## config.mk

```make
export PLATFORM = sky130hd
export DESIGN_NAME = sound_chip_command_stream_parser_top
export DESIGN_NICKNAME = d
export VERILOG_FILES = /design/src/scsp_pkg.sv /design/src/sound_chip_command_stream_parser_top.sv
export SDC_FILE = /design/constraint.sdc
export NUM_CORES = 1
export LEC_CHECK = 0
export BUFFER_PORTS_ARGS = -buffer_cell sky130_fd_sc_hd__buf_2
export CAP_MARGIN = 30
export CORE_MARGIN = 8
export CORE_UTILIZATION = 55
export CTS_CLUSTER_DIAMETER = 120
export DETAILED_ROUTE_END_ITERATION = 7
export GPL_TIMING_DRIVEN = 0
export PLACE_DENSITY_LB_ADDON = 0.12
export SLEW_MARGIN = 20
export SYNTH_ARGS = -nofsm -noshare
export SYNTH_HDL_FRONTEND = slang
export SYNTH_SLANG_ARGS = --single-unit
```

## constraint.sdc

```tcl
create_clock -name clk_i -period 4.8 [get_ports clk_i]
set_clock_uncertainty 0.05 [all_clocks]
set_input_delay 0 -clock clk_i [delete_from_list [all_inputs] [get_ports clk_i]]
set_output_delay 0 -clock clk_i [all_outputs]
set_load 0.005 [all_outputs]
```

## src/scsp_pkg.sv

```systemverilog
// Shared types and constants for the sound-log command stream parser.
// No dependencies; imported by sound_chip_command_stream_parser_top.
package scsp_pkg;

  // Event codes carried on event_res
  localparam logic [2:0] EV_NONE    = 3'd0;
  localparam logic [2:0] EV_WRITE   = 3'd1;
  localparam logic [2:0] EV_SEEK    = 3'd2;
  localparam logic [2:0] EV_PERMIT  = 3'd3;
  localparam logic [2:0] EV_WAITING = 3'd4;

  // Command byte codes
  localparam logic [7:0] CMD_ADDR_MAX = 8'hDF;
  localparam logic [7:0] CMD_WAIT1    = 8'hFF;
  localparam logic [7:0] CMD_WAIT16   = 8'hFE;
  localparam logic [7:0] CMD_LOOP     = 8'hFD;

  // Item kinds on func
  localparam logic FUNC_TICK = 1'b0;
  localparam logic FUNC_BYTE = 1'b1;

  typedef struct packed {
    logic [2:0]  event_res;
    logic [7:0]  reg_addr;
    logic [7:0]  reg_data;
    logic [31:0] seek_offset;
    logic [15:0] wait_left;
  } res_t;

endpackage

```

## src/sound_chip_command_stream_parser_top.sv

```systemverilog
// Sound-log command stream parser: byte decode, wait counter, output skid buffer.
// Depends on scsp_pkg.
//
// Takes one word per clock unless stalled: a tick or one command stream byte,
// and returns one result word for each. Each word is decoded combinationally
// from the parse phase and wait counter registers into an output register; a
// one-word skid stage behind it keeps in_ready_o high while a result waits, so
// the input only stalls once two results are held. The user writes loop_offset
// through cfg_we_i/cfg_wdata_i only while the block is idle; not enforced.
module sound_chip_command_stream_parser_top (
  input  logic        clk_i,
  input  logic        rst_ni,
  input  logic        cfg_we_i,
  input  logic [31:0] cfg_wdata_i,
  input  logic        in_valid_i,
  output logic        in_ready_o,
  input  logic        func_i,
  input  logic [7:0]  stream_byte_i,
  output logic        out_valid_o,
  input  logic        out_ready_i,
  output logic [2:0]  event_res_o,
  output logic [7:0]  reg_addr_o,
  output logic [7:0]  reg_data_o,
  output logic [31:0] seek_offset_o,
  output logic [15:0] wait_left_o
);
  import scsp_pkg::*;

  localparam logic [1:0] PH_IDLE    = 2'd0;
  localparam logic [1:0] PH_DATA    = 2'd1;
  localparam logic [1:0] PH_WAIT_LO = 2'd2;
  localparam logic [1:0] PH_WAIT_HI = 2'd3;

  logic [31:0] loop_offset_q;
  logic [1:0]  phase_q, phase_d;
  logic [7:0]  pend_addr_q, pend_addr_d;
  logic [7:0]  wait_lo_q, wait_lo_d;
  logic [15:0] wait_cnt_q, wait_cnt_d;

  logic        main_valid_q, skid_valid_q;
  res_t        main_q, skid_q, res_d;
  logic        in_fire, out_fire;

  assign in_ready_o = !skid_valid_q;
  assign in_fire    = in_valid_i && in_ready_o;
  assign out_fire   = main_valid_q && out_ready_i;

  always_comb begin
    phase_d     = phase_q;
    pend_addr_d = pend_addr_q;
    wait_lo_d   = wait_lo_q;
    wait_cnt_d  = wait_cnt_q;
    res_d       = '0;
    res_d.event_res = EV_NONE;
    if (func_i == FUNC_TICK) begin
      if (wait_cnt_q != 16'd0) begin
        wait_cnt_d      = wait_cnt_q - 16'd1;
        res_d.event_res = EV_WAITING;
      end else begin
        res_d.event_res = EV_PERMIT;
      end
    end else begin
      case (phase_q)
        PH_IDLE: begin
          if (stream_byte_i <= CMD_ADDR_MAX) begin
            pend_addr_d = stream_byte_i;
            phase_d     = PH_DATA;
          end else if (stream_byte_i == CMD_WAIT1) begin
            wait_cnt_d = 16'd1;
          end else if (stream_byte_i == CMD_WAIT16) begin
            phase_d = PH_WAIT_LO;
          end else if (stream_byte_i == CMD_LOOP) begin
            res_d.event_res   = EV_SEEK;
            res_d.seek_offset = loop_offset_q;
          end
        end
        PH_DATA: begin
          res_d.event_res = EV_WRITE;
          res_d.reg_addr  = pend_addr_q;
          res_d.reg_data  = stream_byte_i;
          phase_d         = PH_IDLE;
        end
        PH_WAIT_LO: begin
          wait_lo_d = stream_byte_i;
          phase_d   = PH_WAIT_HI;
        end
        default: begin
          wait_cnt_d = {stream_byte_i, wait_lo_q};
          phase_d    = PH_IDLE;
        end
      endcase
    end
    res_d.wait_left = wait_cnt_d;
  end

  always_ff @(posedge clk_i or negedge rst_ni) begin
    if (!rst_ni) begin
      loop_offset_q <= '0;
      phase_q       <= PH_IDLE;
      pend_addr_q   <= '0;
      wait_lo_q     <= '0;
      wait_cnt_q    <= '0;
    end else begin
      if (cfg_we_i) begin
        loop_offset_q <= cfg_wdata_i;
      end
      if (in_fire) begin
        phase_q     <= phase_d;
        pend_addr_q <= pend_addr_d;
        wait_lo_q   <= wait_lo_d;
        wait_cnt_q  <= wait_cnt_d;
      end
    end
  end

  // Output register with one-word skid behind it
  always_ff @(posedge clk_i or negedge rst_ni) begin
    if (!rst_ni) begin
      main_valid_q <= 1'b0;
      skid_valid_q <= 1'b0;
    end else if (!main_valid_q || out_fire) begin
      if (skid_valid_q) begin
        main_valid_q <= 1'b1;
        skid_valid_q <= 1'b0;
      end else begin
        main_valid_q <= in_fire;
      end
    end else if (in_fire) begin
      skid_valid_q <= 1'b1;
    end
  end

  always_ff @(posedge clk_i) begin
    if (!main_valid_q || out_fire) begin
      if (skid_valid_q) begin
        main_q <= skid_q;
      end else if (in_fire) begin
        main_q <= res_d;
      end
    end else if (in_fire) begin
      skid_q <= res_d;
    end
  end

  assign out_valid_o   = main_valid_q;
  assign event_res_o   = main_q.event_res;
  assign reg_addr_o    = main_q.reg_addr;
  assign reg_data_o    = main_q.reg_data;
  assign seek_offset_o = main_q.seek_offset;
  assign wait_left_o   = main_q.wait_left;

`ifndef NO_ASSERTIONS
  // skid only fills behind a held result
  a_skid_behind_main: assert property (@(posedge clk_i) disable iff (!rst_ni)
    skid_valid_q |-> main_valid_q)
    else $error("skid word held with output register empty");

  a_stall_fills_skid: assert property (@(posedge clk_i) disable iff (!rst_ni)
    (in_fire && main_valid_q && !out_ready_i) |=> skid_valid_q)
    else $error("word accepted under stall not kept in skid");

  a_tick_keeps_phase: assert property (@(posedge clk_i) disable iff (!rst_ni)
    (in_fire && func_i == FUNC_TICK) |=> $stable(phase_q))
    else $error("tick changed parse phase");

  a_data_ends_cmd: assert property (@(posedge clk_i) disable iff (!rst_ni)
    (in_fire && func_i == FUNC_BYTE && phase_q == PH_DATA) |=> phase_q == PH_IDLE)
    else $error("data byte did not end register write");
`endif

endmodule

```

Word level (Yosys, flattened, before mapping) --
Cells that the tools add are included.
Word-level totals: bits in registers 202, bits of input ports 46, output and inout port bits 69, word-level logic and storage cells 70
Cells by class: add/subtract/negate cells 1, order comparisons 1, equality and inequality tests 7, mux-type cells 28, bitwise operators 1, reductions and logical operators 15
Operators by type and width (number):
- $mux 32 | 5
- $mux 67 | 2
- $mux 16 | 5
- $mux 48 | 1
- $pmux 16 s2 | 1
- $eq 8x8->1 const B | 3
- $reduce_bool 16->1 | 1
- $sub 16x1->16 const B | 1
- $mux 2 | 7
- $le 8x8->1 const B | 1
- $pmux 2 s2 | 2
- $reduce_and 4->1 | 2
- $mux 3 | 2
- $ne 3x3->1 const B | 2
- $reduce_and 2->1 | 2
- $reduce_bool 2->1 | 2
- $mux 1 | 3
- $reduce_and 3->1 | 1
- $eq 2x1->1 const B | 1
- $eq 2x2->1 const B | 1
- $logic_and 1x1->1 | 2
- $logic_not 1->1 | 2
- $logic_not 2->1 | 1
- $reduce_or 2->1 | 1
- 2 further kinds | 2

Longest topological paths before layout --
depth in word-level cells 9, mapped depth 8, depth with buffers taken out 7

Least setup slack after synthesis --
Ideal clock, no wire load.
path type register to register, start point register skid_valid_q, end point register skid_q[0] (netlist bit) (enable), setup time 493 ps, arrival time 3867 ps, data required time 4257 ps, slack 390 ps, cell stages (with the launch flop) 6, buffers on the path 3, period minus slack after synthesis 4410 ps, cell sequence dfrtp_1 clkbuf_1 nand2b_1 clkbuf_1 clkbuf_1 nor2_1
On the way: longest elaborated chain between the ends 3
RTL lines:
- start: declaration | RTL line sound_chip_command_stream_parser_top.sv:40 | logic main_valid_q, skid_valid_q;
- start signal: assignment | RTL line sound_chip_command_stream_parser_top.sv:120 | skid_valid_q <= 1'b0;
- start signal: assignment | RTL line sound_chip_command_stream_parser_top.sv:124 | skid_valid_q <= 1'b0;
- start signal: assignment | RTL line sound_chip_command_stream_parser_top.sv:129 | skid_valid_q <= 1'b1;
- $logic_not 1->1 | RTL line sound_chip_command_stream_parser_top.sv:44 | assign in_ready_o = !skid_valid_q;
- $logic_and 1x1->1 | RTL line sound_chip_command_stream_parser_top.sv:45 | assign in_fire = in_valid_i && in_ready_o;
- $reduce_and 2->1 (no source line)
- end signal: assignment | RTL line sound_chip_command_stream_parser_top.sv:141 | skid_q <= res_d;
- end: declaration | RTL line sound_chip_command_stream_parser_top.sv:41 | res_t main_q, skid_q, res_d;
No other way between the ends. A chain may end at the register's enable or synchronous reset.

Worst setup path in the final report --
start point register skid_valid_q, end point register skid_q[51] (netlist bit) (enable)
The elaborated chain is that of the path after synthesis.

==> results.json <==
{
  "slew_headroom": 0.461,
  "power_density_nw_per_um2": 472,
  "io_pins": 115,
  "clk_latency_ns": 0.50,
  "synth_area_leaders": "edfxtp_1 44%, dfrtp_1 19%, mux2_2 13%",
  "pwr-share-clk": 0.300,
  "routedWlPerCell_microns": 20.6,
  "ctsHtreeMaxLevel": 1,
  "fp.dieArea_sq_um": 20900,
  "busiest_layer": "met2",
  "met2_usage": 0.366,
  "power_leakage_nw": 4.51,
  "drc": 0,
  "clock_path_buffers": 3,
  "synth_common_cells": "134 x edfxtp_1, 105 x mux2_2, 68 x dfrtp_1",
  "yosysMostFrequentCell": "edfxtp_1",
  "totalWireLength_mm": 22.7,
  "dr_total_vias": 6437,
  "ys_ff_latch": 202,
  "synth.cell_area_sq_um": 9100,
  "critPathSlowestCell": "nor2_4",
  "clkSlewWorstSetupHoldPaths_ns": 0.06,
  "cts_made_buffers": 22,
  "finalCritPeriodShare": 0.596,
  "pwr-share-comb": 0.256,
  "fin_nets": 916,
  "viasPerCell": 5.85,
  "coreArea_sq_um": 16300,
  "postCtsSetupBuffers": 0,
  "synth_top_area_frac": 0.442,
  "die_height_microns": 145,
  "critical_path_required_ns": 4.95,
  "portBuffers": 110,
  "place.gp.congestion": 0.919,
  "syn_to_final_growth_pct": 23.2,
  "multiInputGateArea_sq_um": 3170,
  "postSynthAreaPerCell_sq_um": 13.4,
  "p_switching_mw": 1.59,
  "worstSetupPathType": "reg -> reg",
  "antenna_found_initial": 0,
  "cp_cell_sequence": "clkbuf_1 -> nand2b_1 -> clkbuf_1 -> clkbuf_1 -> nor2_4 -> buf_12",
  "syn-num-nets": 729,
  "fillers": 1192,
  "ys_warn_count": 0,
  "synth_ff_type": "edfxtp_1",
  "power.internal_mw": 3.69,
  "ant_nets": 0,
  "worstMarginPinSlew_ns": 0.807,
  "cp_common_cell": "clkbuf_1",
  "worstPathMaxFanout": 25,
  "pwr-share-seq": 0.445,
  "syn_inst": 677,
  "drive_above_1_share": 0.305,
  "max_freq_ghz": 0.349,
  "finalMaxSlewViolations": 0,
  "cts_tree": "done",
  "grt_overflow_total": 0,
  "cp-end-kind": "flip-flop",
  "path_delay_family": "buffers and inverters",
  "cts_sinks": 202,
  "post-dp-hpwl_mm": 15.2,
  "arrival_ns": 3.01,
  "ir_worst_vdd_mv": 0.327,
  "hold_viol": 0,
  "synth_edf_count": 134,
  "swShare": 0.301,
  "finalNonFillerCells": 1100,
  "grt_util_all_layers": 0.219,
  "setup_viol": 0,
  "start_util": 0.556,
  "drtPass1Iterations": 5,
  "grt_max_degree": 44,
  "grt_util_met3": 0.0366,
  "yosysUniqueCellTypes": 62,
  "ys_async_sr_fraction": 0.337,
  "regArea_sq_um": 5730,
  "dp.cells": 1011,
  "row_count": 47,
  "cts_root_buf": "clkbuf_16",
  "period_needed_ns": 2.86,
  "status": "complete, no violations",
  "crit_buf_inv": 4,
  "cp_slowest_stage_delay_ns": 0.71,
  "synth_area_leader_cell": "edfxtp_1",
  "dieWidth_microns": 145,
  "grt_pass1_vias": 6615,
  "seq_area_frac_synth": 0.629,
  "grt_first_pass_wirelength_mm": 35.5,
  "grt_use_met1": 0.284,
  "startpoint_type": "flip-flop",
  "worstHoldPathType": "in -> reg",
  "diodes": 0,
  "rsz0062_at_grt": "no",
  "fin_tns_setup_ns": 0,
  "drtIter0Drc": 458,
  "max_cap_viol_count": 0
}
-- final timing paths --
check / end / startpoint / slack, ns / cells after the start
max in group asynchronous: wait_cnt_q[14] / rst_ni / 3.95 / 4
min: skid_q[13] / func_i / 0.12 / 4
min reg2reg: pend_addr_q[4] / pend_addr_q[4] / 0.42 / 2
max: skid_q[51] / skid_valid_q / 1.94 / 6
min in group asynchronous: out_valid_o / rst_ni / 0.50 / 4
max reg2reg: skid_q[51] / skid_valid_q / 1.94 / 6
-- power groups by stage --
stage / sequential, mW / clock, mW / combinational (mW)
2_1_floorplan: 2.35 / 0 / 0.897
3_3_place_gp: 2.38 / 0 / 1.26
3_5_place_dp: 2.38 / 0 / 1.31
4_1_cts: 2.35 / 1.61 / 1.35
5_1_grt: 2.38 / 1.67 / 1.48
6_report: 2.35 / 1.58 / 1.35
-- sequential cells by signal (all words and copies together), names as in the netlist --
register       count
out_valid_o        1
skid_valid_q       1
pend_addr_q        8
reg_addr_o         8
event_res_o        3
loop_offset_q     32
wait_cnt_q        16
reg_data_o         8
wait_lo_q          8
wait_left_o       16
seek_offset_o     32
phase_q            2
skid_q            67
-- timing repair --
item                                   4_1_cts  5_1_grt
resized for setup                            0        0
hold buffers                                48        0
endpoints found under the hold margin      125        0
-- worst reg2reg max path: stages (launching register included) --
cell and delay, ns:
dfrtp_1 0.37, clkbuf_1 0.20, nand2b_1 0.21, clkbuf_1 0.30, clkbuf_1 0.40, nor2_4 0.72, buf_12 0.28
-- routing by layer --
layer  routed length [microns]  vias up
li1                          -     2923
met1                      9460     3203
met2                     11000      257
met3                      1630       54
met4                       606        0
met5                         0        -
-- cells by family after synthesis --
family                     count (synthesis)  share of synthesized area
xor gates and xnor gates                   7                    0.00674
muxes                                    114                      0.140
DFF                                      202                      0.629
and+or+nand+nor                          195                      0.118
adders and majority gates                  6                    0.00825
AOI/OAI and AO/OA                         97                     0.0725
buffers and inverters                     56                     0.0249
-- per-stage QoR --
step / power [mW] / setup slack, ns / cell area, sq um / hold slack (ns) / utilization
2_1_floorplan: 3.25 / 0.390 / 9100 / -0.346 / -
3_3_place_gp: 3.63 / -1.69 / 9920 / 0.183 / 0.607
3_5_place_dp: 3.69 / 1.94 / 10000 / -0.0914 / 0.614
4_1_cts: 5.31 / 1.94 / 11200 / 0.0970 / 0.685
5_1_grt: 5.53 / 1.75 / 11200 / 0.136 / 0.686
6_report: 5.29 / 1.94 / 11200 / 0.115 / 0.686
-- area by class of cell --
type | count | area share
sequential | 202 | 0.511
multi-input combinational | 419 | 0.282
timing repair buffer | 163 | 0.102
clock buffer | 36 | 0.0584
tap | 220 | 0.0246
buffer | 45 | 0.0165
inverter | 11 | 0.00368
clock inverter | 4 | 0.00167
-- layout by cell type (no fill, tap or decap), types with 6 or more instances in the layout --
cell	netlist	layout
edfxtp_1	134	134
buf_2	7	116
mux2_2	105	105
dfrtp_1	68	68
dlygate4sd3_1	0	47
clkbuf_1	33	43
nand2_1	40	40
and2_1	34	34
nor2_1	26	25
and3_1	23	23
clkbuf_16	0	23
o21ai_0	21	21
nand3_1	17	17
a21oi_1	17	17
nand4_1	11	11
inv_1	9	9
mux2i_1	9	9
nor3_1	8	8
or3_1	7	7
a31oi_1	7	7
o31ai_1	7	7
nand2b_1	6	6
ha_1	6	6
(Power assumes the default switching activity.)
